<file path="config.mk">
export PLATFORM = sky130hd
export DESIGN_NAME = udp_receive_checker_unit
export DESIGN_NICKNAME = d
export VERILOG_FILES = /design/src/rtl/udprc_pkg.sv /design/src/rtl/udprc_fifo.sv /design/src/rtl/udprc_front.sv /design/src/rtl/udprc_back.sv /design/src/rtl/udp_receive_checker_unit.sv
export SDC_FILE = /design/constraint.sdc
export NUM_CORES = 1
export LEC_CHECK = 0
export BUFFER_PORTS_ARGS = -buffer_cell sky130_fd_sc_hd__buf_2
export CORE_MARGIN = 4
export CORE_UTILIZATION = 60
export DETAILED_ROUTE_END_ITERATION = 6
export GPL_ROUTABILITY_DRIVEN = 0
export GPL_TIMING_DRIVEN = 0
export PLACE_DENSITY = 0.87
export SYNTH_ARGS = -nofsm -noshare
export SYNTH_HDL_FRONTEND = slang
export SYNTH_SLANG_ARGS = --single-unit
</file>
<file path="constraint.sdc">
create_clock -name clk_i -period 17.4 [get_ports clk_i]
set_input_delay 3.48 -clock clk_i [delete_from_list [all_inputs] [get_ports clk_i]]
set_output_delay 3.48 -clock clk_i [all_outputs]
set_load 0.01 [all_outputs]
</file>
<file path="src/rtl/udprc_pkg.sv">
// Shared types, constants and checksum helper for the UDP receive checker.
package udprc_pkg;

  localparam int unsigned HEADER_BYTES    = 8;
  localparam logic [15:0] UDP_PROTOCOL    = 16'd17;
  localparam logic [15:0] IGNORE_CHECKSUM = 16'h0000;
  localparam logic [16:0] SUM_ALL_ONES    = 17'h0FFFF;
  localparam int unsigned FIFO_DEPTH      = 4;

  localparam int unsigned NUM_COUNTERS  = 5;
  localparam int unsigned CNT_MISMATCH  = 0;
  localparam int unsigned CNT_BADSUM    = 1;
  localparam int unsigned CNT_UNCHECKED = 2;
  localparam int unsigned CNT_TOTAL_BAD = 3;
  localparam int unsigned CNT_RECEIVED  = 4;

  typedef enum logic [1:0] {
    VERDICT_CHECKED   = 2'd0,
    VERDICT_UNCHECKED = 2'd1,
    VERDICT_LENGTH    = 2'd2,
    VERDICT_BAD_SUM   = 2'd3
  } udprc_verdict_e;

  typedef enum logic [1:0] {
    HDR_SRC_PORT = 2'd0,
    HDR_DST_PORT = 2'd1,
    HDR_LENGTH   = 2'd2,
    HDR_CHECKSUM = 2'd3
  } udprc_hdr_field_e;

  typedef struct packed {
    logic [7:0]       data;
    logic             last;
    logic             first;
    logic             payload;
    logic             in_sum;
    logic             odd_pos;
    logic             is_hdr;
    udprc_hdr_field_e hdr_field;
    logic             len_bad;
    logic [15:0]      count;
    logic [16:0]      pseudo_sum;
  } udprc_item_t;

  function automatic logic [16:0] add_ones(input logic [16:0] acc, input logic [15:0] word);
    logic [17:0] s;
    s = {1'b0, acc} + {2'b00, word};
    return 17'(s[15:0]) + 17'(s[17:16]);
  endfunction

endpackage

</file>
<file path="src/rtl/udprc_fifo.sv">
// Small register queue between the classifying front and the checking back.
module udprc_fifo #(
  parameter int unsigned WIDTH = 8,
  parameter int unsigned DEPTH = 4
) (
  input  logic             clk_i,
  input  logic             rst_ni,
  input  logic             wr_valid_i,
  output logic             wr_ready_o,
  input  logic [WIDTH-1:0] wr_data_i,
  output logic             rd_valid_o,
  input  logic             rd_ready_i,
  output logic [WIDTH-1:0] rd_data_o
);

  localparam int unsigned PtrW = (DEPTH > 1) ? $clog2(DEPTH) : 1;
  localparam int unsigned CntW = $clog2(DEPTH + 1);
  localparam logic [PtrW-1:0] PtrLast = PtrW'(DEPTH - 1);
  localparam logic [CntW-1:0] CntFull = CntW'(DEPTH);

  logic [WIDTH-1:0] mem_q [DEPTH];
  logic [PtrW-1:0]  wr_ptr_q, wr_ptr_d, rd_ptr_q, rd_ptr_d;
  logic [CntW-1:0]  cnt_q, cnt_d;
  logic             push, pop;

  assign wr_ready_o = (cnt_q != CntFull);
  assign rd_valid_o = (cnt_q != '0);
  assign rd_data_o  = mem_q[rd_ptr_q];
  assign push       = wr_valid_i && wr_ready_o;
  assign pop        = rd_valid_o && rd_ready_i;

  always_comb begin
    wr_ptr_d = wr_ptr_q;
    rd_ptr_d = rd_ptr_q;
    cnt_d    = cnt_q;
    if (push) begin
      wr_ptr_d = (wr_ptr_q == PtrLast) ? '0 : wr_ptr_q + 1'b1;
    end
    if (pop) begin
      rd_ptr_d = (rd_ptr_q == PtrLast) ? '0 : rd_ptr_q + 1'b1;
    end
    if (push && !pop) begin
      cnt_d = cnt_q + 1'b1;
    end else if (pop && !push) begin
      cnt_d = cnt_q - 1'b1;
    end
  end

  always_ff @(posedge clk_i or negedge rst_ni) begin
    if (!rst_ni) begin
      wr_ptr_q <= '0;
      rd_ptr_q <= '0;
      cnt_q    <= '0;
    end else begin
      wr_ptr_q <= wr_ptr_d;
      rd_ptr_q <= rd_ptr_d;
      cnt_q    <= cnt_d;
    end
  end

  always_ff @(posedge clk_i) begin
    if (push) begin
      mem_q[wr_ptr_q] <= wr_data_i;
    end
  end

endmodule

</file>
<file path="src/rtl/udprc_front.sv">
// Front end: byte position tracking, header classification and pseudo-header sum.
module udprc_front #(
  parameter int unsigned MAX_DATAGRAM_BYTES = 65535
) (
  input  logic                  clk_i,
  input  logic                  rst_ni,
  input  logic                  in_valid_i,
  input  logic                  in_ready_i,
  input  logic [7:0]            data_byte_i,
  input  logic                  last_byte_i,
  input  logic [31:0]           source_address_i,
  input  logic [31:0]           dest_address_i,
  output udprc_pkg::udprc_item_t item_o
);

  localparam int unsigned PosW = $clog2(MAX_DATAGRAM_BYTES + 2);
  localparam logic [PosW-1:0] PosMax   = PosW'(MAX_DATAGRAM_BYTES);
  localparam logic [PosW-1:0] PosLimit = PosW'(MAX_DATAGRAM_BYTES + 1);
  localparam logic [PosW-1:0] PosHdr   = PosW'(udprc_pkg::HEADER_BYTES);

  logic [PosW-1:0] pos_q, pos_d, count;
  logic [16:0]     pseudo;

  assign count = (pos_q < PosMax) ? pos_q + 1'b1 : PosLimit;

  always_comb begin
    pseudo = udprc_pkg::add_ones(17'd0, source_address_i[31:16]);
    pseudo = udprc_pkg::add_ones(pseudo, source_address_i[15:0]);
    pseudo = udprc_pkg::add_ones(pseudo, dest_address_i[31:16]);
    pseudo = udprc_pkg::add_ones(pseudo, dest_address_i[15:0]);
    pseudo = udprc_pkg::add_ones(pseudo, udprc_pkg::UDP_PROTOCOL);
  end

  always_comb begin
    item_o            = '0;
    item_o.data       = data_byte_i;
    item_o.last       = last_byte_i;
    item_o.first      = (pos_q == '0);
    item_o.payload    = (pos_q >= PosHdr);
    item_o.in_sum     = (pos_q < PosMax);
    item_o.odd_pos    = pos_q[0];
    item_o.is_hdr     = (pos_q < PosHdr);
    item_o.hdr_field  = udprc_pkg::udprc_hdr_field_e'(pos_q[2:1]);
    item_o.len_bad    = (count > PosMax) || (count < PosHdr);
    item_o.count      = 16'(count);
    item_o.pseudo_sum = pseudo;
  end

  always_comb begin
    pos_d = pos_q;
    if (in_valid_i && in_ready_i) begin
      pos_d = last_byte_i ? '0 : count;
    end
  end

  always_ff @(posedge clk_i or negedge rst_ni) begin
    if (!rst_ni) begin
      pos_q <= '0;
    end else begin
      pos_q <= pos_d;
    end
  end

endmodule

</file>
<file path="src/rtl/udprc_back.sv">
// Back end: header fields, running checksum, verdict, counters and output register.
module udprc_back (
  input  logic                  clk_i,
  input  logic                  rst_ni,
  input  logic                  item_valid_i,
  output logic                  item_ready_o,
  input  udprc_pkg::udprc_item_t item_i,
  output logic                  out_valid_o,
  input  logic                  out_ready_i,
  output logic [7:0]            payload_byte_o,
  output logic                  payload_valid_o,
  output logic                  end_of_datagram_o,
  output logic [1:0]            verdict_o,
  output logic [15:0]           source_port_o,
  output logic [15:0]           dest_port_o,
  output logic [31:0]           length_mismatch_count_o,
  output logic [31:0]           bad_checksum_count_o,
  output logic [31:0]           unchecked_count_o,
  output logic [31:0]           total_bad_count_o,
  output logic [31:0]           total_received_count_o
);

  logic [15:0] sport_q, sport_d, dport_q, dport_d, len_q, len_d, csum_q, csum_d;
  logic [16:0] rsum_q, rsum_d, fin;
  logic [7:0]  odd_q, odd_d;
  logic [31:0] cnt_q [udprc_pkg::NUM_COUNTERS];
  logic [31:0] cnt_d [udprc_pkg::NUM_COUNTERS];
  logic        has_result, pop, chk_ok;
  udprc_pkg::udprc_verdict_e verdict;

  logic                      out_valid_q;
  logic [7:0]                out_byte_q;
  logic                      out_pv_q, out_last_q;
  udprc_pkg::udprc_verdict_e out_verdict_q;
  logic [15:0]               out_sport_q, out_dport_q;

  assign has_result   = item_i.payload || item_i.last;
  assign item_ready_o = !has_result || !out_valid_q || out_ready_i;
  assign pop          = item_valid_i && item_ready_o;

  always_comb begin
    sport_d = sport_q;
    dport_d = dport_q;
    len_d   = len_q;
    csum_d  = csum_q;
    odd_d   = odd_q;
    rsum_d  = item_i.first ? item_i.pseudo_sum : rsum_q;
    if (item_i.is_hdr) begin
      unique case (item_i.hdr_field)
        udprc_pkg::HDR_SRC_PORT: sport_d = {sport_q[7:0], item_i.data};
        udprc_pkg::HDR_DST_PORT: dport_d = {dport_q[7:0], item_i.data};
        udprc_pkg::HDR_LENGTH:   len_d   = {len_q[7:0], item_i.data};
        udprc_pkg::HDR_CHECKSUM: csum_d  = {csum_q[7:0], item_i.data};
        default: ;
      endcase
    end
    if (item_i.in_sum) begin
      if (!item_i.odd_pos) begin
        odd_d = item_i.data;
      end else begin
        rsum_d = udprc_pkg::add_ones(rsum_d, {odd_q, item_i.data});
      end
    end
    fin = rsum_d;
    if (item_i.count[0]) begin
      fin = udprc_pkg::add_ones(fin, {odd_d, 8'h00});
    end
    fin    = udprc_pkg::add_ones(fin, len_d);
    fin    = udprc_pkg::add_ones(fin, 16'h0000);
    chk_ok = (fin == udprc_pkg::SUM_ALL_ONES);
    if (!item_i.last) begin
      verdict = udprc_pkg::VERDICT_CHECKED;
    end else if (item_i.len_bad || (item_i.count != len_d)) begin
      verdict = udprc_pkg::VERDICT_LENGTH;
    end else if (csum_d == udprc_pkg::IGNORE_CHECKSUM) begin
      verdict = udprc_pkg::VERDICT_UNCHECKED;
    end else if (chk_ok) begin
      verdict = udprc_pkg::VERDICT_CHECKED;
    end else begin
      verdict = udprc_pkg::VERDICT_BAD_SUM;
    end
  end

  always_comb begin
    cnt_d = cnt_q;
    if (pop && item_i.last) begin
      case (verdict)
        udprc_pkg::VERDICT_LENGTH: begin
          cnt_d[udprc_pkg::CNT_MISMATCH]  = cnt_q[udprc_pkg::CNT_MISMATCH] + 32'd1;
          cnt_d[udprc_pkg::CNT_TOTAL_BAD] = cnt_q[udprc_pkg::CNT_TOTAL_BAD] + 32'd1;
        end
        udprc_pkg::VERDICT_BAD_SUM: begin
          cnt_d[udprc_pkg::CNT_BADSUM]    = cnt_q[udprc_pkg::CNT_BADSUM] + 32'd1;
          cnt_d[udprc_pkg::CNT_TOTAL_BAD] = cnt_q[udprc_pkg::CNT_TOTAL_BAD] + 32'd1;
        end
        udprc_pkg::VERDICT_UNCHECKED: begin
          cnt_d[udprc_pkg::CNT_UNCHECKED] = cnt_q[udprc_pkg::CNT_UNCHECKED] + 32'd1;
          cnt_d[udprc_pkg::CNT_RECEIVED]  = cnt_q[udprc_pkg::CNT_RECEIVED] + 32'd1;
        end
        default: begin
          cnt_d[udprc_pkg::CNT_RECEIVED]  = cnt_q[udprc_pkg::CNT_RECEIVED] + 32'd1;
        end
      endcase
    end
  end

  always_ff @(posedge clk_i or negedge rst_ni) begin
    if (!rst_ni) begin
      sport_q     <= '0;
      dport_q     <= '0;
      len_q       <= '0;
      csum_q      <= '0;
      rsum_q      <= '0;
      odd_q       <= '0;
      out_valid_q <= 1'b0;
      for (int i = 0; i < udprc_pkg::NUM_COUNTERS; i++) begin
        cnt_q[i] <= '0;
      end
    end else begin
      cnt_q <= cnt_d;
      if (pop) begin
        if (item_i.last) begin
          sport_q <= '0;
          dport_q <= '0;
          len_q   <= '0;
          csum_q  <= '0;
          rsum_q  <= '0;
          odd_q   <= '0;
        end else begin
          sport_q <= sport_d;
          dport_q <= dport_d;
          len_q   <= len_d;
          csum_q  <= csum_d;
          rsum_q  <= rsum_d;
          odd_q   <= odd_d;
        end
      end
      if (pop && has_result) begin
        out_valid_q <= 1'b1;
      end else if (out_ready_i) begin
        out_valid_q <= 1'b0;
      end
    end
  end

  always_ff @(posedge clk_i) begin
    if (pop && has_result) begin
      out_byte_q    <= item_i.payload ? item_i.data : 8'h00;
      out_pv_q      <= item_i.payload;
      out_last_q    <= item_i.last;
      out_verdict_q <= verdict;
      out_sport_q   <= sport_d;
      out_dport_q   <= dport_d;
    end
  end

  assign out_valid_o             = out_valid_q;
  assign payload_byte_o          = out_byte_q;
  assign payload_valid_o         = out_pv_q;
  assign end_of_datagram_o       = out_last_q;
  assign verdict_o               = out_verdict_q;
  assign source_port_o           = out_sport_q;
  assign dest_port_o             = out_dport_q;
  assign length_mismatch_count_o = cnt_q[udprc_pkg::CNT_MISMATCH];
  assign bad_checksum_count_o    = cnt_q[udprc_pkg::CNT_BADSUM];
  assign unchecked_count_o       = cnt_q[udprc_pkg::CNT_UNCHECKED];
  assign total_bad_count_o       = cnt_q[udprc_pkg::CNT_TOTAL_BAD];
  assign total_received_count_o  = cnt_q[udprc_pkg::CNT_RECEIVED];

endmodule

</file>
<file path="src/rtl/udp_receive_checker_unit.sv">
// Top level of the UDP receive checker: front end, item queue and back end.
//
//  channel  | direction | tdata                                  | tuser          | tlast
//  s_axis   | in        | data_byte, source_address, dest_addr   | -              | last_byte
//  m_axis   | out       | payload_byte, ports, five counters     | pvalid,verdict | end_of_datagram
//
// One byte per cycle sustained while m_axis_tready is high; the front end is combinational, so a
// byte is written into the queue at its transfer and then moved into the output register. Header
// bytes that are not last produce no output transfer. The back end stalls only on m_axis_tready;
// the four-entry queue absorbs that stall before s_axis_tready drops. Reset clears position,
// header state, checksum and all five counters.
module udp_receive_checker_unit #(
  parameter int unsigned MAX_DATAGRAM_BYTES = 65535
) (
  input  logic         clk_i,
  input  logic         rst_ni,
  input  logic         s_axis_tvalid,
  output logic         s_axis_tready,
  input  logic [71:0]  s_axis_tdata,   // data_byte[7:0], source_address[39:8], dest_address[71:40]
  input  logic         s_axis_tlast,
  output logic         m_axis_tvalid,
  input  logic         m_axis_tready,
  output logic [199:0] m_axis_tdata,   // payload_byte[7:0], source_port[23:8],
                                       // dest_port[39:24], length_mismatch_count[71:40],
                                       // bad_checksum_count[103:72], unchecked_count[135:104],
                                       // total_bad_count[167:136],
                                       // total_received_count[199:168]
  output logic [2:0]   m_axis_tuser,   // payload_valid[0], verdict[2:1]
  output logic         m_axis_tlast
);

  udprc_pkg::udprc_item_t front_item, back_item;
  logic                   q_valid, q_ready;

  udprc_front #(
    .MAX_DATAGRAM_BYTES(MAX_DATAGRAM_BYTES)
  ) u_front (
    .clk_i           (clk_i),
    .rst_ni          (rst_ni),
    .in_valid_i      (s_axis_tvalid),
    .in_ready_i      (s_axis_tready),
    .data_byte_i     (s_axis_tdata[7:0]),
    .last_byte_i     (s_axis_tlast),
    .source_address_i(s_axis_tdata[39:8]),
    .dest_address_i  (s_axis_tdata[71:40]),
    .item_o          (front_item)
  );

  udprc_fifo #(
    .WIDTH($bits(udprc_pkg::udprc_item_t)),
    .DEPTH(udprc_pkg::FIFO_DEPTH)
  ) u_fifo (
    .clk_i     (clk_i),
    .rst_ni    (rst_ni),
    .wr_valid_i(s_axis_tvalid),
    .wr_ready_o(s_axis_tready),
    .wr_data_i (front_item),
    .rd_valid_o(q_valid),
    .rd_ready_i(q_ready),
    .rd_data_o (back_item)
  );

  udprc_back u_back (
    .clk_i                  (clk_i),
    .rst_ni                 (rst_ni),
    .item_valid_i           (q_valid),
    .item_ready_o           (q_ready),
    .item_i                 (back_item),
    .out_valid_o            (m_axis_tvalid),
    .out_ready_i            (m_axis_tready),
    .payload_byte_o         (m_axis_tdata[7:0]),
    .payload_valid_o        (m_axis_tuser[0]),
    .end_of_datagram_o      (m_axis_tlast),
    .verdict_o              (m_axis_tuser[2:1]),
    .source_port_o          (m_axis_tdata[23:8]),
    .dest_port_o            (m_axis_tdata[39:24]),
    .length_mismatch_count_o(m_axis_tdata[71:40]),
    .bad_checksum_count_o   (m_axis_tdata[103:72]),
    .unchecked_count_o      (m_axis_tdata[135:104]),
    .total_bad_count_o      (m_axis_tdata[167:136]),
    .total_received_count_o (m_axis_tdata[199:168])
  );

endmodule

</file>
**After elaboration in Yosys (flattened, before gate mapping)**

Memory sizes are Yosys's and may differ from the RTL's.
Cells that the tools add are included.

- Flip-flop bits (word level): 318
- Memory bits (writable): 200
- Input port bits: 77
- Word-level logic and storage cells: 126
- Memories kept: 1

Memories:

| name | depth | width | read ports | clocked after memory_dff | write ports | RTL line | text |
|---|---|---|---|---|---|---|---|
| u_fifo.mem_q | 4 | 50 | 1 | 0 | 1 | udprc_fifo.sv:21 | `logic [WIDTH-1:0] mem_q [DEPTH];` |

- Add/sub/neg operators: 25
- $lt $le $gt $ge: 5
- Eq/ne operators: 11
- Multiplexer cells: 34
- Bitwise logic cells: 1
- Reductions and logical operators: 27

Operators by type and width:

| operator | count |
|---|---|
| 16-bit 2-to-1 mux | 12 |
| 32-bit by 1-bit adder with 32-bit output, second input constant | 5 |
| 16-bit by 2-bit adder with 17-bit output | 7 |
| 17-bit 2-to-1 mux | 7 |
| 17-bit by 16-bit adder with 18-bit output | 5 |
| 17-bit by 4-bit < comparator with 1-bit output, second input constant | 2 |
| 8-bit 2-to-1 mux | 3 |
| 17-bit by 5-bit adder with 18-bit output, second input constant | 1 |
| 16-bit by 1-bit adder with 17-bit output | 1 |
| 16-bit by 16-bit adder with 17-bit output | 1 |
| 17-bit by 1-bit adder with 17-bit output, second input constant | 1 |
| 17-bit by 16-bit == test with 1-bit output, second input constant | 1 |
| 17-bit by 4-bit >= comparator with 1-bit output, second input constant | 1 |
| 17-bit by 16-bit greater-than comparator with 1-bit output, second input constant | 1 |
| 17-bit zero test | 1 |
| 17-bit by 16-bit < comparator with 1-bit output, second input constant | 1 |
| 16-bit zero test | 1 |
| 16-bit inequality test | 1 |
| 2-bit == test, second input constant | 6 |
| 2-bit 2-to-1 mux | 6 |
| 2-bit AND reduction | 5 |
| 1-bit logical AND | 6 |
| 3-bit 2-to-1 mux | 2 |
| 1-bit logical OR | 5 |
| 12 further kinds | 21 |

**Logic depth before layout (Yosys ltp)**

An unclocked memory read counts as a cell.

- Depth after elaboration: 21
- Gate-level depth with buffers: 77
- Gate-level depth less buffers: 70

**By module**

A second synthesis with hierarchy kept.

- Cells, all modules: 2434
- Area total of the unflattened synthesis: 28466.1 µm²

Modules (own cells, without submodules):

| module | instances | cells an instance | area each (µm²) | seq. area each (µm²) |
|---|---|---|---|---|
| udprc_back | 1 | 1610 | 16769.8 | 7577.3 |
| udprc_fifo | 1 | 298 | 7636.1 | 6180.9 |
| udprc_front | 1 | 526 | 4060.1 | 425.4 |

**Worst setup path before layout**

Ideal clock, no wire load.

- Path type: input -> register
- Start point: input s_axis_tdata[8]
- End point: memory u_fifo.mem_q[0][16] in the netlist's numbering (data pin)
- Setup time: 0.203 ns
- Data arrival time: 15.204 ns
- Data required time: 17.197 ns
- Path slack: 1.994 ns
- Stages: 64
- Path buffers: 0
- Path through: ha_1 > fa_1 > a21o_1 > a21oi_1 > o21bai_1 > a21oi_1 > o21bai_1 > a21oi_1 > o21bai_1 > a21oi_1 > o21bai_1 > a21oi_1 > o21ai_0 > nand3_1 > nand2_1 > fa_1 > fa_1 > a21o_1 > [... 28 more ...] > fa_1 > nor3_1 > o21a_1 > nand3_1 > and3b_1 > and3_1 > nand3_1 > nor3b_1 > ha_1 > ha_1 > and3_1 > nor2b_1 > nand2_1 > nand3b_1 > nand2b_1 > or4_1 > or3_1 > nor3_1

RTL lines:

| item | RTL line | text |
|---|---|---|
| start: declaration | udp_receive_checker_unit.sv:19 | `input logic [71:0] s_axis_tdata,` |
| end: declaration | udprc_fifo.sv:21 |  |

==> Implementation_results.wiki <==
{| class="wikitable"
! Metric !! Value
|-
| Result of the run || finished, violations left
|-
| Violations in the final reports || design-rule violations
|-
| Distinct cell type count after synthesis || 79
|-
| Overall routing resource usage || 27.30%
|-
| Timing startpoint of the critical path || s_axis_tdata[8]
|-
| Slowest Stage Delay on Critical Path || 440 ps
|-
| Crit path launch type || primary input
|-
| Drt first-iter violations || 1974
|-
| Synth Area per Inst || 11.78 sq um
|-
| Number of levels in the clock H-tree || 2
|-
| Internal reg-to-reg setup slack || 970 ps
|-
| Most repeated cell in the gate-level netlist after synthesis || sky130_fd_sc_hd__dfrtp_1
|-
| Post-synthesis instance area || 0.02776 sq mm
|-
| Post-Layout Cell Count || 3338
|-
| Crit path max-delay cell type || sky130_fd_sc_hd__fa_1
|-
| Number of flip-flops and latches in the synthesized netlist || 518
|-
| Top-level port count || 283
|-
| Data required time at the worst endpoint || 17790 ps
|-
| Most instantiated cells after synthesis || 274 x sky130_fd_sc_hd__dfrtp_1, 244 x sky130_fd_sc_hd__edfxtp_1, 192 x sky130_fd_sc_hd__xnor2_1, 186 x sky130_fd_sc_hd__nand2_1, 126 x sky130_fd_sc_hd__ha_1
|-
| Post-place instance area || 0.03010 sq mm
|-
| Total setup violations reported at the end of the flow || 0
|-
| Synth Flop Type || sky130_fd_sc_hd__dfrtp_1
|-
| Share of final-layout standard cells stronger than drive strength 1 || 20.28%
|-
| End of the critical path || u_fifo.mem_q[1][14]
|-
| Antenna violations before repair || 1
|-
| Vias in the first global route || 20903
|-
| Rows || 78
|-
| Destination of the worst register-to-register timing path || u_back.bad_checksum_count_o[30]
|-
| Number of routed nets with antenna violations || 0
|-
| Count of hold buffers inserted by post-cts repair || 0
|-
| Number of nets in the layout || 2910
|-
| Net count after synthesis || 2572
|-
| Fraction of the cycle the final worst path needs || 94.69%
|-
| Number of enable-type register cells in the synthesized netlist || 244
|-
| Min-delay worst type || flip-flop to flip-flop
|-
| Post-detailed-route via-to-cell ratio || 6.206
|-
| Max FO, Critical Path || 4
|-
| Number of pins exceeding their max-slew limit in the final report || 0
|-
| Clock tree from TritonCTS || built
|-
| Die span in x || 223.1 um
|-
| FILL cells || 3010
|-
| Vias || 20716
|-
| Clock tree buffer depth || 3
|-
| Synth top area share || 26.39%
|-
| Final routed wirelength across all metal layers || 69.43 mm
|-
| Detailed-route DRC error count || 1
|-
| Clock-pin transition on the worst setup and hold timing paths || 70 ps
|-
| Cell types occupying the most area after synthesis || sky130_fd_sc_hd__edfxtp_1 26%, sky130_fd_sc_hd__dfrtp_1 25%, sky130_fd_sc_hd__xnor2_1 6.1%
|-
| First-pass GRT wire length || 110.7 mm
|-
| Library cell appearing most often on the critical path || sky130_fd_sc_hd__a21oi_1
|-
| Hold violation count in the final report || 0
|-
| Number of placed instances, taps included || 3245
|-
| Overflow after GRT || 0
|-
| Top cell type by total area after synthesis || sky130_fd_sc_hd__edfxtp_1
|-
| Count of input and output buffers || 282
|-
| Yosys warning count || 0
|-
| Clk sink count || 518
|-
| Half-perimeter wire length after placement || 49.38 mm
|-
| Routed wirelength normalized by instance count || 20.80 um
|-
| DR pass1 iterations || 7
|-
| Effective utilization at floorplan || 60.92%
|-
| Maximum Capacitance Violations || 0
|-
| Clock buffers created by TritonCTS || 51
|-
| Worst skew pair latency || 630 ps
|-
| Die area || 0.04978 sq mm
|-
| Max Clk Rate || 60.69 MHz
|-
| Vertical extent of the die || 223.1 um
|-
| Post-route cell area || 0.03190 sq mm
|-
| Startpoint of the worst register-to-register path || u_fifo.rd_ptr_q[1]
|-
| Number of cells produced by synthesis || 2356
|-
| Crit path time final || 16480 ps
|-
| Critical path arrival || 16870 ps
|-
| Depth of the worst register-to-register path || 72
|-
| Core occupancy in the finished layout || 69.99%
|-
| Skew final || 53.62 ps
|-
| Clock root buffer || sky130_fd_sc_hd__clkbuf_16
|-
| Transition time at the pin with the least slew margin || 1110 ps
|-
| Layout area overhead || 14.89%
|-
| Pin count of the biggest net entering global routing || 125
|-
| Endpoint type of the worst setup path || flip-flop
|-
| Register area share after synthesis || 51.09%
|-
| Area of the core || 0.04558 sq mm
|-
| Type of the worst setup path || primary input to flip-flop
|-
| Fraction of registers with async set or reset after synthesis || 52.90%
|-
| Rel. slew slack || 25.85%
|}
==> area by class of cell <==
class | instances | area [sq um] | share of cell area, %
diodes | 1 | 2.502 | 0.007845
plain buffers | 68 | 320.3 | 1.004
clock buffers | 61 | 1344 | 4.213
clock inverters | 35 | 381.6 | 1.196
inverters | 107 | 401.6 | 1.259
multi-input cells | 1659 | 12940 | 40.56
flip-flops and latches | 518 | 14180 | 44.47
well taps | 600 | 750.7 | 2.353
repair buffers | 289 | 1577 | 4.942
==> stage by stage <==
stage	setup WS [ps]	hold WS [ps]	TNS (ps)
floorplan	1994	444.6	0
finish	923.2	465.0	0
global placement	-1.309	452.4	-5.205
global route	-24.91	469.5	-114.5
detailed placement	-438.1	458.5	-9061
CTS	58.02	467.0	0
==> worst max-delay path: cells and delay by family <==
kind,cells,cell delay [ps]
buffers and inverters,2,140
adders and majority gates,10,2970
and+or+nand+nor,18,3410
AOI/OAI and AO/OA,34,6480
xor gates and xnor gates,2,370
==> what timing repair did <==
action	CTS	global route
gates resized for setup	1	24
setup buffers	0	0
endpoints found under the setup margin	77	126
pin swaps	0	3
==> state kept, by name (all words and copies together), names as in the netlist, 2 cells and up <==
name                            cells
u_fifo.mem_q                      200
u_back.bad_checksum_count_o        32
u_back.length_mismatch_count_o     32
u_back.total_bad_count_o           32
u_back.total_received_count_o      32
u_back.unchecked_count_o           32
u_back.rsum_q                      17
u_front.pos_q                      17
u_back.csum_q                      16
u_back.dest_port_o                 16
u_back.dport_q                     16
u_back.len_q                       16
u_back.source_port_o               16
u_back.sport_q                     16
u_back.odd_q                        8
u_back.payload_byte_o               8
u_fifo.cnt_q                        3
u_back.verdict_o                    2
u_fifo.rd_ptr_q                     2
u_fifo.wr_ptr_q                     2
==> worst min path at each step <==
stage	end	slack (ps)	cells after the start	startpoint
after floorplan	u_back.rsum_q[13]	440	2	u_back.rsum_q[13]
after global routing	u_back.bad_checksum_count_o[31]	470	1	u_back.bad_checksum_count_o[31]
after global placement	u_back.length_mismatch_count_o[31]	450	1	u_back.length_mismatch_count_o[31]
after CTS	u_back.bad_checksum_count_o[31]	470	1	u_back.bad_checksum_count_o[31]
after detailed placement	u_back.bad_checksum_count_o[31]	460	1	u_back.bad_checksum_count_o[31]
final	u_back.bad_checksum_count_o[31]	460	1	u_back.bad_checksum_count_o[31]
==> cell families (layout without fill, tap and decap cells) <==
family,count (synthesis),after routing,share of synthesized area [%]
mux,143,143,7.661
xor+xnor,319,319,10.17
other cells,0,1,0
buf+inv,179,560,2.627
fa+ha+maj,139,139,6.616
compound gates,357,357,8.891
flops,518,518,51.09
simple gates,701,701,12.95
==> routing by layer <==
| layer | wire (um) | global-route usage, % | vias up |
|---|---|---|---|
| li1 | - | - | 9277 |
| met4 | 3436 | 11.93 | 0 |
| met1 | 25970 | 34.22 | 10175 |
| met5 | 0 | 0 | - |
| met3 | 5546 | 5.066 | 248 |
| met2 | 34470 | 46.68 | 1016 |
==> placed cells by master, fill, tap and decap left out, types with 51 or more instances in the layout <==
cell and n:
sky130_fd_sc_hd__a21oi_1 79, sky130_fd_sc_hd__a22o_1 65, sky130_fd_sc_hd__buf_2 296, sky130_fd_sc_hd__clkbuf_16 51
sky130_fd_sc_hd__dfrtp_1 274, sky130_fd_sc_hd__edfxtp_1 244, sky130_fd_sc_hd__ha_1 126, sky130_fd_sc_hd__inv_1 106
sky130_fd_sc_hd__mux2_2 56, sky130_fd_sc_hd__nand2_1 186, sky130_fd_sc_hd__nand3_1 104, sky130_fd_sc_hd__nor2_1 117
sky130_fd_sc_hd__o21ai_0 70, sky130_fd_sc_hd__xnor2_1 192, sky130_fd_sc_hd__xor2_1 124
Power is not shown: default switching activity piles up to over one toggle a cycle in this logic, so the estimate is an artifact.
